--- config.mk ---
export PLATFORM = sky130hd
export DESIGN_NAME = wlfa_queue
export DESIGN_NICKNAME = d
export VERILOG_FILES = /design/src/wlfa_pkg.sv /design/src/wlfa_queue.sv
export SDC_FILE = /design/constraint.sdc
export NUM_CORES = 1
export LEC_CHECK = 0
export ABC_AREA = 0
export CAP_MARGIN = 20
export CELL_PAD_IN_SITES_DETAIL_PLACEMENT = 0
export CELL_PAD_IN_SITES_GLOBAL_PLACEMENT = 1
export CORE_ASPECT_RATIO = 0.6
export CORE_MARGIN = 5
export CORE_UTILIZATION = 33
export CTS_BUF_LIST = sky130_fd_sc_hd__clkbuf_16
export DETAILED_ROUTE_END_ITERATION = 7
export DONT_BUFFER_PORTS = 1
export PLACE_DENSITY_LB_ADDON = 0.1
export RECOVER_POWER = 50
export REMOVE_ABC_BUFFERS = 1
export SLEW_MARGIN = 40
export SYNTH_ARGS = -nofsm -noshare
export SYNTH_HDL_FRONTEND = slang
export SYNTH_SLANG_ARGS = --single-unit
export TNS_END_PERCENT = 50
--- constraint.sdc ---
create_clock -name clk -period 8.2 [get_ports clk]
set_clock_uncertainty 0.2 [all_clocks]
set_input_delay 1.64 -clock clk [delete_from_list [all_inputs] [get_ports clk]]
set_output_delay 1.64 -clock clk [all_outputs]
set_load 0.02 [all_outputs]
--- src/wlfa_pkg.sv ---
// ----------------------------------------------------------------------------
// Line fit accumulator package
// Shared types, register indexes, constants and the saturating adder.
// ----------------------------------------------------------------------------
package wlfa_pkg;

  localparam int FRAC_BITS_DEF = 16;
  localparam int MAX_HITS_DEF  = 255;
  localparam int PROD_W        = 129;
  localparam int QUOT_W        = 33;
  localparam int CMD_DEPTH     = 2;
  localparam int CFG_IDX_W     = 8;
  localparam int CFG_DATA_W    = 8;

  localparam logic [7:0] MIN_HITS_RST = 8'd3;
  localparam logic       SZ_EN_RST    = 1'b1;

  typedef enum logic [CFG_IDX_W-1:0] {
    REG_MIN_HITS  = 8'd0,
    REG_SZ_ENABLE = 8'd1
  } cfg_reg_t;

  typedef struct packed {
    logic               start_track;
    logic        [31:0] xy_weight;
    logic signed [31:0] conf_x;
    logic signed [31:0] conf_y;
    logic        [31:0] sz_weight;
    logic signed [31:0] path_len;
    logic signed [31:0] z_pos;
  } hit_t;

  typedef struct packed {
    logic signed [31:0] xy_intercept;
    logic signed [31:0] xy_slope;
    logic signed [31:0] sz_intercept;
    logic signed [31:0] sz_slope;
    logic               xy_singular;
    logic               sz_singular;
    logic               fit_solved;
    logic        [7:0]  hits_so_far;
  } fit_t;

  typedef struct packed {
    logic       start;
    logic       acc;
    logic       solving;
    logic       sz_en;
    logic [7:0] hits;
    hit_t       hit;
  } cmd_t;

  function automatic logic signed [63:0] sat_add64(input logic signed [63:0] a,
                                                   input logic signed [63:0] b);
    logic signed [63:0] s;
    s = a + b;
    if ((a[63] == b[63]) && (s[63] != a[63])) begin
      sat_add64 = a[63] ? {1'b1, {63{1'b0}}} : {1'b0, {63{1'b1}}};
    end else begin
      sat_add64 = s;
    end
  endfunction

endpackage

--- src/wlfa_queue.sv ---
// ----------------------------------------------------------------------------
// Line fit command queue
// Short queue of classified hits between the front end and the solver.
// ----------------------------------------------------------------------------
module wlfa_queue (
  input  logic           clk,
  input  logic           rst,
  input  logic           push,
  output logic           full,
  input  wlfa_pkg::cmd_t din,
  input  logic           pop,
  output logic           empty,
  output wlfa_pkg::cmd_t dout
);
  import wlfa_pkg::*;

  localparam int AW = (CMD_DEPTH > 1) ? $clog2(CMD_DEPTH) : 1;
  localparam int CW = $clog2(CMD_DEPTH + 1);

  cmd_t          mem [CMD_DEPTH];
  logic [AW-1:0] wr_ptr;
  logic [AW-1:0] rd_ptr;
  logic [CW-1:0] count;
  logic          push_ok;
  logic          pop_ok;

  function automatic logic [AW-1:0] nxt(input logic [AW-1:0] p);
    nxt = (p == AW'(CMD_DEPTH - 1)) ? '0 : p + 1'b1;
  endfunction

  assign full    = (count == CW'(CMD_DEPTH));
  assign empty   = (count == '0);
  assign push_ok = push && !full;
  assign pop_ok  = pop && !empty;
  assign dout    = mem[rd_ptr];

  always_ff @(posedge clk) begin
    if (rst) begin
      wr_ptr <= '0;
      rd_ptr <= '0;
      count  <= '0;
    end else begin
      if (push_ok) begin
        wr_ptr <= nxt(wr_ptr);
      end
      if (pop_ok) begin
        rd_ptr <= nxt(rd_ptr);
      end
      case ({push_ok, pop_ok})
        2'b10:   count <= count + 1'b1;
        2'b01:   count <= count - 1'b1;
        default: count <= count;
      endcase
    end
  end

  always_ff @(posedge clk) begin
    if (push_ok) begin
      mem[wr_ptr] <= din;
    end
  end

endmodule

==> run metrics <==
worst r2r dst=mem[1][52]; crit path buf inv count=1; Routed WL=32560 um; crit path cell chain=and3_1 -> clkbuf_1; Die H=175.2 um; top post-synthesis cells by area=edfxtp_1, mux2_2, dfxtp_1, buf_4, buf_6; postcts setup bufs=0; vias=6101; H-Tree Depth=2; WL met1=10920 um; worst hold start=wr_ptr; failing checks=max-capacitance violations, max-slew violations; Distinct cells, synth=19; antenna violations before repair=3; R2R cell count=3; power density cells=353.5 nW/um2; I/O pins=416; unrepaired setup endpoints after global routing=false; Critical Path End Type=register; Synth Instances=664; Top Family by Delay on Critical Path=buffers and inverters; TNS Setup=0 ns; hold slack=0.2892 ns; number of global-route vias before repair=6531; Fillers=4032; f_max=188.0 MHz; Syn-to-layout area delta=13.06%; global-route usage over all layers=12.48%; Vias/cell=4.643; gpl congestion=0.7331; remaining global-route overflow=0; Rows=60; worst skew pair latency=0.53 ns; drt pass-1 iters=4; FF+latch area=12420 um2; most frequent cells in the layout=edfxtp_1, mux2_2, clkbuf_16; crit path time final=5.318 ns; CTS tree=built; Yosys reg bits=415; endpoints failing setup=0; DRC=0; Longest Clk Path Bufs=3; nets=901; Worst EP required=8.04 ns; register area share after synthesis=82.65%; cell taking the most area after synthesis=edfxtp_1; Port-buffer cells=0; DP HPWL=22410 um; Post-Syn Area per Cell=22.62 um2; Leakage=5.386 nW; max-slew violations=120; number of cells on the worst hold path=2; post-cts hold buffer count=0; commonest non-fill, non-tap cell in the layout=edfxtp_1; Worst setup startpoint=push; Synth Warn #=0; Worst path max stage delay=2.70 ns; crit start category=primary input; Initial Utilization=33.45%; CP max-delay cell=clkbuf_1; reg2reg setup slack=3.34 ns; maxcap violations=3; multi-input logic area=2421 um2; VDD IR-drop max=195.7 uV; # resized after CTS=0; crit share post-route=64.85%; Met3 Wirelength=3797 um; die area=50020 um2; CP Class=primary input to register; antenna viol nets, final=0; Synth Cell Area=15020 um2; CTS root buffer=clkbuf_16; first-pass GRT wire length=46510 um; largest net degree at the start of global routing=134; wire length on met2=17340 um; DR top layer=met5; Clock Pin Slew Worst Setup and Hold Paths=0.06 ns; min-delay worst type=register to register; Yosys top cell area share=81.98%; Die W=285.4 um; Slew headroom=-148.7%; wire per inst=24.78 um; core area=44890 um2; CTS buffer count=40; share of cells above drive strength 1=38.59%; CTS sink cnt=415; Final Hold Vio Count=0; DRT iter0 DRCs=331; Slew @ Worst Pin=3.730 ns; status=complete, but fails checks; worst-path maximum fanout=64; Hold Crit Endpoint=wr_ptr; worst reg2reg path startpoint=count[0]; Design Power=6.002 mW; Critical Path AT=5.16 ns
## logic make-up after synthesis
group / Yosys count / share of synthesized area [%]
simple gates: 9 / 0.3082
mux: 205 / 15.37
fa+ha+maj: 1 / 0.08330
xor+xnor: 3 / 0.1750
compound gates: 5 / 0.1833
flops: 415 / 82.65
buf+inv: 26 / 1.233
## cells in the mapped netlist
| cell type | instances |
|---|---|
| edfxtp_1 | 410 |
| mux2_2 | 205 |
| buf_4 | 11 |
| buf_2 | 7 |
| buf_6 | 5 |
| dfxtp_1 | 5 |
| nor2_1 | 4 |
| a21oi_1 | 2 |
| inv_1 | 2 |
| o21ai_0 | 2 |
| or3_1 | 2 |
| xnor2_1 | 2 |
| and3_1 | 1 |
| ha_1 | 1 |
| inv_2 | 1 |
| nand2_1 | 1 |
| nand2b_2 | 1 |
| o21a_1 | 1 |
| xor2_1 | 1 |
## flip-flops by register name (all words and copies together), names as in the netlist, named ones only
register / flops
rd_ptr: 1
count: 2
mem: 410
wr_ptr: 1
## tightest hold or removal path: cells and delay by family (launching register included)
family          cells  cell delay [ns]
flops               1             0.31
compound gates      2             0.14
## cell type report
cell class / count / share of cell area (%)
Timing Repair Buffer: 8 / 0.4495
Clock inverter: 33 / 1.614
Multi-Input combinational cell: 223 / 14.26
Antenna cell: 2 / 0.02948
Clock buffer: 41 / 6.043
Tap cell: 589 / 4.340
Sequential cell: 415 / 73.12
Inverter: 3 / 0.1400
## per-layer routing
layer,up-vias,track usage (%)
met5,-,0
met4,4,3.021
met3,46,7.236
met2,222,22.36
met1,3120,12.57
li1,2709,-
## worst max-delay path by stage
stage / cells past startpoint / slack (ns) / endpoint
after floorplan: 1 / 0.77 / dout[0]
after global placement: 4 / 3.75 / mem[0][118]
after detailed placement: 4 / 4.08 / mem[0][76]
after CTS: 3 / 3.66 / dout[37]
after global routing: 2 / 2.50 / mem[1][39]
final: 2 / 2.88 / mem[1][52]
## report_power, final
group          leakage (nW)  internal, mW  switching [mW]  total [mW]
logic                 0.845         0.427           0.996        1.42
clock network         0.663          1.04           0.769        1.81
registers              3.88          2.68          0.0840        2.77
## through the flow
stage,util [%],worst slack (ns),instances,area (um2)
floorplan,-,0.7655,641,14840
global placement,34.83,3.754,1235,15640
detailed placement,35.01,4.081,1238,15720
CTS,37.90,3.661,1312,17020
global route,37.82,2.500,1314,16980
finish,37.82,2.882,1314,16980
Power figures use the tool's default switching activity.
