### src/wlfa_pkg.sv
// ----------------------------------------------------------------------------
// Line fit accumulator package
// Shared types, register indexes, constants and the saturating adder.
// ----------------------------------------------------------------------------
package wlfa_pkg;

  localparam int FRAC_BITS_DEF = 16;
  localparam int MAX_HITS_DEF  = 255;
  localparam int PROD_W        = 129;
  localparam int QUOT_W        = 33;
  localparam int CMD_DEPTH     = 2;
  localparam int CFG_IDX_W     = 8;
  localparam int CFG_DATA_W    = 8;

  localparam logic [7:0] MIN_HITS_RST = 8'd3;
  localparam logic       SZ_EN_RST    = 1'b1;

  typedef enum logic [CFG_IDX_W-1:0] {
    REG_MIN_HITS  = 8'd0,
    REG_SZ_ENABLE = 8'd1
  } cfg_reg_t;

  typedef struct packed {
    logic               start_track;
    logic        [31:0] xy_weight;
    logic signed [31:0] conf_x;
    logic signed [31:0] conf_y;
    logic        [31:0] sz_weight;
    logic signed [31:0] path_len;
    logic signed [31:0] z_pos;
  } hit_t;

  typedef struct packed {
    logic signed [31:0] xy_intercept;
    logic signed [31:0] xy_slope;
    logic signed [31:0] sz_intercept;
    logic signed [31:0] sz_slope;
    logic               xy_singular;
    logic               sz_singular;
    logic               fit_solved;
    logic        [7:0]  hits_so_far;
  } fit_t;

  typedef struct packed {
    logic       start;
    logic       acc;
    logic       solving;
    logic       sz_en;
    logic [7:0] hits;
    hit_t       hit;
  } cmd_t;

  function automatic logic signed [63:0] sat_add64(input logic signed [63:0] a,
                                                   input logic signed [63:0] b);
    logic signed [63:0] s;
    s = a + b;
    if ((a[63] == b[63]) && (s[63] != a[63])) begin
      sat_add64 = a[63] ? {1'b1, {63{1'b0}}} : {1'b0, {63{1'b1}}};
    end else begin
      sat_add64 = s;
    end
  endfunction

endpackage

### src/wlfa_front.sv
// ----------------------------------------------------------------------------
// Line fit front end
// Holds configuration and the hit count, and classifies each accepted hit.
// ----------------------------------------------------------------------------
module wlfa_front #(
  parameter int MAX_HITS = wlfa_pkg::MAX_HITS_DEF
) (
  input  logic                                 clk,
  input  logic                                 rst,
  input  logic                                 push,
  output logic                                 full,
  input  wlfa_pkg::hit_t                       hit,
  input  logic                                 cfg_valid,
  output logic                                 cfg_ready,
  input  logic [wlfa_pkg::CFG_IDX_W-1:0]       cfg_index,
  input  logic [wlfa_pkg::CFG_DATA_W-1:0]      cfg_data,
  output logic                                 q_push,
  input  logic                                 q_full,
  output wlfa_pkg::cmd_t                       cmd
);
  import wlfa_pkg::*;

  localparam int CNT_W = $clog2(MAX_HITS + 1);
  localparam int EXT_W = (CNT_W > 8) ? CNT_W : 8;
  localparam logic [CNT_W-1:0] CNT_MAX = CNT_W'(MAX_HITS);

  logic [CNT_W-1:0] hit_count;
  logic [CNT_W-1:0] hit_count_next;
  logic [CNT_W-1:0] base_count;
  logic [7:0]       min_hits;
  logic             sz_enable;
  logic [EXT_W-1:0] count_ext;
  logic [EXT_W-1:0] min_ext;
  logic             accept;

  assign cfg_ready = 1'b1;
  assign full      = q_full;
  assign accept    = push && !q_full;
  assign q_push    = accept;

  always_comb begin
    base_count     = hit.start_track ? '0 : hit_count;
    hit_count_next = (base_count < CNT_MAX) ? base_count + 1'b1 : base_count;
    count_ext      = EXT_W'(hit_count_next);
    min_ext        = EXT_W'(min_hits);
    cmd.start      = hit.start_track;
    cmd.acc        = count_ext >= min_ext;
    cmd.solving    = count_ext > min_ext;
    cmd.sz_en      = sz_enable;
    cmd.hits       = (count_ext > EXT_W'(8'hFF)) ? 8'hFF : count_ext[7:0];
    cmd.hit        = hit;
  end

  always_ff @(posedge clk) begin
    if (rst) begin
      hit_count <= '0;
      min_hits  <= MIN_HITS_RST;
      sz_enable <= SZ_EN_RST;
    end else begin
      if (accept) begin
        hit_count <= hit_count_next;
      end
      if (cfg_valid) begin
        case (cfg_index)
          REG_MIN_HITS:  min_hits  <= cfg_data[7:0];
          REG_SZ_ENABLE: sz_enable <= cfg_data[0];
          default: ;
        endcase
      end
    end
  end

endmodule

### config.mk
export PLATFORM = sky130hd
export DESIGN_NAME = wlfa_front
export DESIGN_NICKNAME = d
export VERILOG_FILES = /design/src/wlfa_pkg.sv /design/src/wlfa_front.sv
export SDC_FILE = /design/constraint.sdc
export NUM_CORES = 1
export LEC_CHECK = 0
export ABC_AREA = 1
export BUFFER_PORTS_ARGS = -buffer_cell sky130_fd_sc_hd__buf_2
export CAP_MARGIN = 5
export CORE_AREA = 2 2 165 167
export DETAILED_ROUTE_END_ITERATION = 8
export DIE_AREA = 0 0 167 169
export PLACE_DENSITY_LB_ADDON = 0.15
export SLEW_MARGIN = 20
export SYNTH_ARGS = -nofsm -noshare
export SYNTH_HDL_FRONTEND = slang
export SYNTH_SLANG_ARGS = --single-unit
### constraint.sdc
create_clock -name clk -period 5.9 [get_ports clk]
set_input_delay 1.77 -clock clk [delete_from_list [all_inputs] [get_ports clk]]
set_output_delay 1.77 -clock clk [all_outputs]
set_load 0.05 [all_outputs]
==> results of run 1 <==
-- what timing repair did --
action / CTS / global route
resized for setup: 0 / 9
setup buffers: 0 / 4
hold buffers: 0 / 0
setup endpoints to repair: 0 / 2
-- synthesized netlist by cell type --
| master | instances |
|---|---|
| a21boi_0 | 1 |
| a21oi_1 | 14 |
| a21oi_2 | 1 |
| buf_2 | 1 |
| buf_4 | 197 |
| clkbuf_1 | 1 |
| conb_1 | 1 |
| dfxtp_1 | 17 |
| ha_1 | 9 |
| inv_1 | 32 |
| inv_2 | 1 |
| inv_4 | 1 |
| nand2_1 | 35 |
| nand2_2 | 4 |
| nand2_4 | 1 |
| nand3_1 | 18 |
| nand3_4 | 2 |
| nand4_1 | 3 |
| nor2_1 | 20 |
| nor2_2 | 4 |
| nor2_8 | 2 |
| nor2b_1 | 1 |
| nor3_1 | 1 |
| o21a_1 | 1 |
| o21ai_0 | 10 |
| o21ai_1 | 3 |
| xor2_1 | 2 |
-- metal layers --
| metal | up-vias | wire, µm |
|---|---|---|
| met5 | - | 0 |
| met4 | 0 | 551 |
| met3 | 70 | 900 |
| met2 | 117 | 3000 |
| met1 | 664 | 2150 |
| li1 | 696 | - |
-- final cells by class --
type | count | area, µm² | area share
clock buffers | 4 | 78.8 | 0.0389
multi-input cells | 133 | 779 | 0.385
inverters | 34 | 130 | 0.0642
well taps | 341 | 427 | 0.210
repair buffers | 47 | 272 | 0.134
flip-flops and latches | 17 | 340 | 0.168
-- flip-flops by register name (all words and copies together), names as in the netlist --
register,flops
hit_count,8
sz_enable,1
min_ext,8
-- where the power goes --
| part | total, mW | internal, mW | switching (mW) |
|---|---|---|---|
| sequential | 0.123 | 0.118 | 0.00430 |
| combinational | 0.0892 | 0.0283 | 0.0609 |
| clock | 0.142 | 0.0920 | 0.0499 |
| total | 0.354 | 0.239 | 0.115 |
-- worst max-delay path by stage --
stage             start       end  slack (ps)
6_report       hit[192]  cmd[203]         250
5_1_grt        hit[192]  cmd[202]          10
4_1_cts        hit[192]  cmd[203]          90
3_5_place_dp   hit[192]  cmd[203]         100
3_3_place_gp   hit[192]  cmd[203]         130
2_1_floorplan  hit[192]  cmd[203]           4
-- worst max-delay path: stages --
cell and delay [ps]:
buf_2 140, nor2_2 150, ha_2 230, nand2_2 100
nor2_8 150, nand3_4 90, buf_4 160, nand3_1 120
ha_1 260, a21oi_1 180, o21a_1 210, nand3_1 130
buf_6 170
-- logic make-up (layout without fill, tap and decap cells) --
group / count (synthesis) / count (layout)
adder cells (fa/ha/maj): 9 / 9
other: 1 / 1
flip-flops: 17 / 17
XOR/XNOR: 2 / 2
AO/OA/AOI/OAI: 30 / 30
buffers and inverters: 233 / 85
AND/OR/NAND/NOR: 91 / 91
-- metrics by stage --
step,instance area (µm²),hold slack (ps),instances,total power [mW],worst slack [ps]
floorplan,2730,429,383,0.535,4.49
global placement,1900,444,568,0.214,126
detailed placement,1900,449,568,0.213,95.9
CTS,1980,470,572,0.358,88.6
global route,2030,498,576,0.375,10.1
finish,2030,462,576,0.354,250
-- cells in the final DEF, fill, tap and decap left out --
cell type / count
a21boi_4: 1
a21oi_1: 14
a21oi_2: 1
buf_2: 34
buf_4: 11
buf_6: 1
clkbuf_1: 1
clkbuf_16: 3
clkbuf_4: 1
conb_1: 1
dfxtp_1: 17
ha_1: 8
ha_2: 1
inv_1: 32
inv_2: 1
inv_4: 1
nand2_1: 33
nand2_2: 6
nand2_4: 1
nand3_1: 18
nand3_4: 2
nand4_1: 3
nor2_1: 18
nor2_2: 6
nor2_8: 2
nor2b_1: 1
nor3_1: 1
o21a_1: 1
o21ai_0: 10
o21ai_1: 3
xor2_1: 2
==> metrics.txt, run 1 <==
initial antenna violation count 0; setup_tns 0 ps; GRT overflow 0; post-synth net total between 600 and 700; Clk pin slew, worst setup/hold paths around 60 ps; crit start category input port; largest net degree at the start of global routing 12; largest area contributor in the netlist buf_4; WL/cell between 10 and 15 µm; Clk Latency, worst-skew pair ~250 ps; CP required between 4000 and 5000 ps; largest family of logic cells by synthesized area buffers and inverters; Hold EP sz_enable; worst r2r dst hit_count[4]; worst hold stages 2; Worst R2R Start hit_count[0]; Core Area 0.0265 mm²; CTS tree built; XOR/XNOR Fraction of Synth Area 0.00645; Pre-antenna DRT Iters 4; crit path max fanout 5; GR Util met2 0.0705; Post-Syn Area around 0.0027 mm²; IO Pins approximately 420; antenna cells 0; Root Buffer clkbuf_16; setup violators final 0; Max Fclk 0.177 GHz; multiplexer share of the synthesized area 0; Initial Util 0.102; slack of the worst reg-to-reg path 4260 ps; row count 60; Synth Area in Compound Gates 0.0586; Crit. End Element output pin; hold violation count in the final report 0; R2R depth 11; Yosys reg bits 17; Hold Startpoint sz_enable; PortBufs 36; H-tree depth 1; DRC 0; Synth cell types 27; Clock Sinks 17; hpwl dp between 5 and 6 mm; RSZ-0062 raised after global routing no; Avg Cell Area, Syn ~7 µm²; max-cap viol count 0; area grow syn2layout -25.3%; synth top area cells buf_4, dfxtp_1, nand2_1; post-synthesis adder-cell area fraction 0.0415; power per cell area roughly 170 mW/mm²; Synth warnings 0; status complete, no violations; Post-DRT Antenna Nets 0; clk buf depth 2; CTS buffer count 3; DIE WIDTH 167 µm; worst min-delay path category reg2reg; layout cell share with drive strength beyond 1 0.306; Leak between 0.9 and 1 nW; Crit Path Category in2out; via count 1547; Die Span Y ~170 µm; post-synthesis sequential area ratio 0.125; GR Util All Layers 0.0439; gr busiest metal met2; GP Congestion 0.656; Post-Route Skew between 0.7 and 0.8 ps; Final Util 0.0765; Total Routed Length 6.60 mm; crit share post-route 0.958; final-stage net count roughly 460; global-route wire length before repair about 9.5 mm; Slew Limit Fails 0; GR Util met3 0.0215; met1 GRT Util 0.0413; die area about 0.028 mm²; top-area cell type share of the netlist area 0.545; VDD IR max 77.7 µV; Final Critical Period between 5000 and 6000 ps; vias per cell about 2.7; vias in the first global route 1557; Arrival @ worst endpoint slightly below 4000 ps; Gate Count Post-Synth 383; # fillers ~3.1k; simple-gate share of the synthesized area 0.171; DR iter-0 viols 30
Power figures use the tool's default switching activity.
==> run 2: changes to the inputs <==
--- a/config.mk
+++ b/config.mk
@@ -5,7 +5,6 @@
 export SDC_FILE = /design/constraint.sdc
 export NUM_CORES = 1
 export LEC_CHECK = 0
-export ABC_AREA = 1
 export BUFFER_PORTS_ARGS = -buffer_cell sky130_fd_sc_hd__buf_2
 export CAP_MARGIN = 5
 export CORE_AREA = 2 2 165 167
==> metrics.txt, run 2 <==
Leak 0.701 nW (was 0.915 nW); DR iter-0 viols 20 (was 30); Max Fclk 0.174 GHz (was 0.177 GHz); Total Routed Length 6.60 mm (about the same); vias per cell 2.67 (was 2.69); via count 1431 (was 1547); GRT overflow 0 (unchanged); most common cell after layout, fill and taps aside buf_2 (unchanged); crit share post-route 0.974 (was 0.958); top-count cell post-synth buf_4 (unchanged); Post-Syn Area 0.00263 mm² (was 0.00271 mm²); vias in the first global route 1512 (was 1557); Crit Path Category in2out (unchanged); Initial Util 0.0992 (was 0.102); internal cell power 0.225 mW (was 0.239 mW); PortBufs 36 (unchanged); worst min-delay path category reg2reg (unchanged); CP required 4130 ps (about the same); worst hold stages 2 (unchanged); initial antenna violation count 0 (unchanged); layout cell share with drive strength beyond 1 0.402 (was 0.306); Die Span Y 169 µm (unchanged); largest area contributor in the netlist buf_4 (unchanged); hpwl dp 5.42 mm (was 5.69 mm); Comb pwr share 0.159 (was 0.252); status complete, no violations (unchanged); post-synthesis sequential area ratio 0.129 (was 0.125); Yosys reg bits 17 (unchanged); Worst-Margin Slew about 590 ps; P_sw 0.0835 mW (was 0.115 mW); post-synth net total 563 (was 606); ys flop type dfxtp_1 (unchanged); Core Area 0.0265 mm² (unchanged); DRC 0 (unchanged); final-stage net count 418 (was 459); Root Buffer clkbuf_16 (unchanged); Post-synth EDFFs 0 (unchanged); crit start category input port (unchanged); global-route wire length before repair 9.45 mm (about the same); Switching Share 0.271 (was 0.325); Clock power frac 0.464 (was 0.401); placed cell area 0.00198 mm² (was 0.00190 mm²); setup_tns 0 ps (unchanged); max-cap viol count 0 (unchanged); most frequent cells in the layout buf_2, dfxtp_1, buf_4 (was buf_2, nand2_1, inv_1); Clock Sinks 17 (unchanged); Post-Route Skew 0.650 ps (was 0.758 ps); Arrival @ worst endpoint 3980 ps (was 3880 ps); CTS buffer count 3 (unchanged); top-area cell type share of the netlist area 0.563 (was 0.545); setup violators final 0 (unchanged); Gate Count Post-Synth 340 (was 383); row count 60 (unchanged); area grow syn2layout -19.9% (was -25.3%); WL/cell 12.3 µm (was 11.5 µm); RSZ-0062 raised after global routing no (unchanged); CTS tree built (unchanged); Crit. End Element output pin (unchanged); Slew Limit Fails 0 (unchanged); Synth cell types 40 (was 27); VDD IR max 128 µV (was 77.7 µV); Final Critical Period 5750 ps (was 5650 ps); clk buf depth 2 (unchanged); largest net degree at the start of global routing 16 (was 12); crit path max fanout 10 (was 5); Pre-antenna DRT Iters 4 (unchanged); R2R depth 5 (was 11); synth top area cells buf_4, dfxtp_1, ha_1 (was buf_4, dfxtp_1, nand2_1); IO Pins 422 (unchanged); Reg power frac 0.377 (was 0.347); H-tree depth 1 (unchanged); DIE WIDTH 167 µm (unchanged); hold violation count in the final report 0 (unchanged); Post-synth top cells buf_4, dfxtp_1, inv_1, nor2_1 (was buf_4, nand2_1, inv_1, nor2_1, nand3_1); CTS Hold Bufs 0 (unchanged); GP Congestion 0.696 (was 0.656); FFs w/ async S/R, synth 0 (unchanged); Avg Cell Area, Syn 7.73 µm² (was 7.09 µm²); Slew headroom 0.602; power per cell area 147 mW/mm² (was 175 mW/mm²); Clk pin slew, worst setup/hold paths 60 ps (about the same); Clk Latency, worst-skew pair 250 ps (about the same); die area 0.0282 mm² (unchanged); antenna cells 0 (unchanged); GR Util All Layers 0.0444 (was 0.0439); Post-DRT Antenna Nets 0 (unchanged); Synth warnings 0 (unchanged); Final Cell Area 0.00211 mm² (was 0.00203 mm²)
==> run 2: cell types whose count changed after synthesis, sizes merged, moves of 3 or more <==
cell	delta
clkbuf	+3
nand3	-16
a21oi	-7
nor2b	+6
a31oi	+3
o21ai	-4
nand2	-31
xnor2	+3
a211oi	+4
mux2i	+6
inv	-21
nor2	-14
a311oi	+3
==> run 2: area by class of cell <==
cell class              instances  area, µm²
multi-input cells             107        888
flip-flops and latches         17        340
fillers                      3090      24400
repair buffers                 52        319
well taps                     341        427
inverters                      14       52.6
clock buffers                   4       78.8
==> run 2: routing by layer <==
layer | global-route usage | vias to the layer above | share of wire
met4 | 0.0420 | 0 | 0.089
met1 | 0.0465 | 612 | 0.38
met3 | 0.0189 | 70 | 0.099
met5 | 0 | - | 0
met2 | 0.0669 | 127 | 0.43
li1 | - | 622 | -
==> run 2: kinds of logic (layout without fill, tap and decap cells) <==
group / count (synthesis) / after routing / share of synthesized area
DFF: 17 / 17 / 0.129
adders and majority gates: 9 / 9 / 0.0428
and+or+nand+nor: 50 / 50 / 0.107
xor gates and xnor gates: 3 / 3 / 0.0100
muxes: 7 / 7 / 0.0271
buffers and inverters: 216 / 70 / 0.590
AOI/OAI and AO/OA: 37 / 37 / 0.0919
other: 1 / 1 / 0.00143
==> run 2: power by group through the flow <==
stage	clock network [mW]	registers (mW)	logic [mW]
after floorplan	0	0.119	0.380
after global placement	0	0.119	0.0475
after detailed placement	0	0.119	0.0471
after CTS	0.150	0.116	0.0473
after global routing	0.154	0.116	0.0529
final	0.143	0.116	0.0491
==> run 2: path summary, 6_finish.rpt <==
path	from	end	slack (ps)
max	hit[192]	cmd[203]	150
min	min_ext[2]	min_ext[2]	490
max reg2reg	hit_count[3]	hit_count[7]	4020
min reg2reg	min_ext[2]	min_ext[2]	490
==> run 2: repair_timing <==
action	4_1_cts	5_1_grt
setup buffers	0	2
resized for setup	0	11
setup endpoints to repair	0	2
==> run 2: through the flow <==
step | setup WS [ps] | total power [mW] | hold slack [ps] | util | cells
after global routing | 52.2 | 0.323 | 524 | 0.0795 | 535
after CTS | 47.2 | 0.314 | 500 | 0.0775 | 533
after floorplan | 3.29 | 0.499 | 460 | - | 340
final | 152 | 0.309 | 493 | 0.0795 | 535
after global placement | 60.0 | 0.167 | 482 | 0.0746 | 529
after detailed placement | 59.7 | 0.166 | 485 | 0.0746 | 529
==> run 2: critical path: stages <==
cell and delay, ps:
clkbuf_4 150, buf_4 180, or4_1 560, o21ai_0 210, o21ai_2 100, ha_1 310, a21oi_1 160, o21ai_1 110
or2_4 270, buf_8 150
==> run 3: changes to the inputs <==
--- a/config.mk
+++ b/config.mk
@@ -10,7 +10,7 @@
 export CORE_AREA = 2 2 165 167
 export DETAILED_ROUTE_END_ITERATION = 8
 export DIE_AREA = 0 0 167 169
-export PLACE_DENSITY_LB_ADDON = 0.15
+export PLACE_DENSITY_LB_ADDON = 0.2
 export SLEW_MARGIN = 20
 export SYNTH_ARGS = -nofsm -noshare
 export SYNTH_HDL_FRONTEND = slang
==> metrics.txt, run 3 (synthesis results as in run 2) <==
Slew headroom 0.634 (was 0.602); global-route wire length before repair 8.87 mm (was 9.45 mm); vias per cell 2.66 (was 2.67); P_sw 0.0799 mW (was 0.0835 mW); Reg power frac 0.380 (was 0.377); GRT overflow 0 (unchanged); Clock Sinks 17 (unchanged); Switching Share 0.261 (was 0.271); Slew Limit Fails 0 (unchanged); Root Buffer clkbuf_16 (unchanged); GR Util All Layers 0.0404 (was 0.0444); Crit. End Element output pin (unchanged); Arrival @ worst endpoint 3980 ps (about the same); worst-path cell chain buf_4 > buf_4 > or4_1 > o21ai_0 > o21ai_2 > ha_1 > a21oi_1 > o21ai_0 > or2_4 > buf_8 (was clkbuf_4 > buf_4 > or4_1 > o21ai_0 > o21ai_2 > ha_1 > a21oi_1 > o21ai_1 > or2_4 > buf_8); Initial Util 0.0992 (unchanged); max-cap viol count 0 (unchanged); internal cell power 0.226 mW (was 0.225 mW); Clk pin slew, worst setup/hold paths 60 ps (about the same); largest net degree at the start of global routing 16 (unchanged); PortBufs 36 (unchanged); Critical-path top delay cell or4_1 (unchanged); WL/cell 11.2 µm (was 12.3 µm); crit share post-route 0.974 (about the same); Post-Route Skew 1.78 ps (was 0.650 ps); VDD IR max 73.8 µV (was 128 µV); Final Critical Period 5750 ps (about the same); DRC 0 (unchanged); CP required 4130 ps (about the same); DIE WIDTH 167 µm (unchanged); via count 1425 (was 1431); Comb pwr share 0.160 (was 0.159); crit path max fanout 7 (was 10); CTS Hold Bufs 0 (unchanged); die area 0.0282 mm² (unchanged); hold slack 493 ps (about the same); IO Pins 422 (unchanged); most common cell after layout, fill and taps aside buf_2 (unchanged); Clock power frac 0.459 (was 0.464); Total Routed Length 5.98 mm (was 6.60 mm); Core Area 0.0265 mm² (unchanged); Max Fclk 0.174 GHz (about the same); GP Congestion 0.722 (was 0.696); crit start category input port (unchanged); hold violation count in the final report 0 (unchanged); Crit Path Category in2out (unchanged); layout cell share with drive strength beyond 1 0.410 (was 0.402); row count 60 (unchanged); Clk Latency, worst-skew pair 250 ps (about the same); most frequent cells in the layout buf_2, buf_4, dfxtp_1 (was buf_2, dfxtp_1, buf_4); DR iter-0 viols 41 (was 20); hpwl dp 4.92 mm (was 5.42 mm); setup_tns 0 ps (unchanged); H-tree depth 1 (unchanged); clk buf depth 2 (unchanged); Leak 0.716 nW (was 0.701 nW); Post-DRT Antenna Nets 0 (unchanged); power per cell area 144 mW/mm² (was 147 mW/mm²); final-stage net count 419 (was 418); RSZ-0062 raised after global routing no (unchanged); Tot Pwr 0.306 mW (was 0.309 mW); area grow syn2layout -19.2% (was -19.9%); CP max stage delay 540 ps (was 560 ps); Pre-antenna DRT Iters 4 (unchanged); initial antenna violation count 0 (unchanged); status complete, no violations (unchanged); Worst-Margin Slew 547 ps (was 595 ps); vias in the first global route 1576 (was 1512); CTS buffer count 3 (unchanged); antenna cells 0 (unchanged); worst min-delay path category reg2reg (unchanged); setup violators final 0 (unchanged); Die Span Y 169 µm (unchanged); # fillers 3100 (was 3090); CTS tree built (unchanged)
-- run 3: per-stage QoR --
stage	instances	worst slack [ps]	utilization	instance area (µm²)
floorplan	340	3.29	-	2770
global placement	531	45.1	0.0751	1990
detailed placement	531	28.7	0.0751	1990
CTS	535	25.8	0.0781	2070
global route	536	21.9	0.0802	2120
finish	536	151	0.0802	2120
-- run 3: layout make-up --
type	instances	area (µm²)	share of cell area
clock buffers	4	78.8	0.0371
multi-input cells	107	896	0.422
well taps	341	427	0.201
repair buffers	53	330	0.155
inverters	14	52.6	0.0247
flip-flops and latches	17	340	0.160
-- run 3: worst paths after layout --
path / from / endpoint / slack [ps] / cells past startpoint
worst max-delay path: hit[192] / cmd[203] / 150 / 10
worst min register to register: min_ext[2] / min_ext[2] / 490 / 2
worst max register to register: hit_count[3] / hit_count[7] / 4100 / 5
worst min-delay path: min_ext[2] / min_ext[2] / 490 / 2
-- run 3: what timing repair did --
action / CTS / global route
resized for setup: 0 / 13
endpoints found under the setup margin: 0 / 2
buffers inserted: 0 / 1
-- run 3: metal layers --
layer  track usage  wire length, µm  up-vias
li1              -                -      623
met1        0.0369             1950      634
met2        0.0651             2830       96
met3        0.0150              655       72
met4        0.0476              549        0
met5             0                0        -
-- run 3: power by group through the flow --
stage | clock network (mW) | registers [mW] | logic [mW]
final | 0.141 | 0.116 | 0.0490
after detailed placement | 0 | 0.119 | 0.0464
after global placement | 0 | 0.119 | 0.0469
after CTS | 0.149 | 0.116 | 0.0465
after global routing | 0.154 | 0.116 | 0.0530
after floorplan | 0 | 0.119 | 0.380
-- run 3: critical path, delay by kind of cell --
kind,cells,cell delay [ps]
compound gates,4,590
simple gates,2,820
fa+ha+maj,1,320
buf+inv,3,480
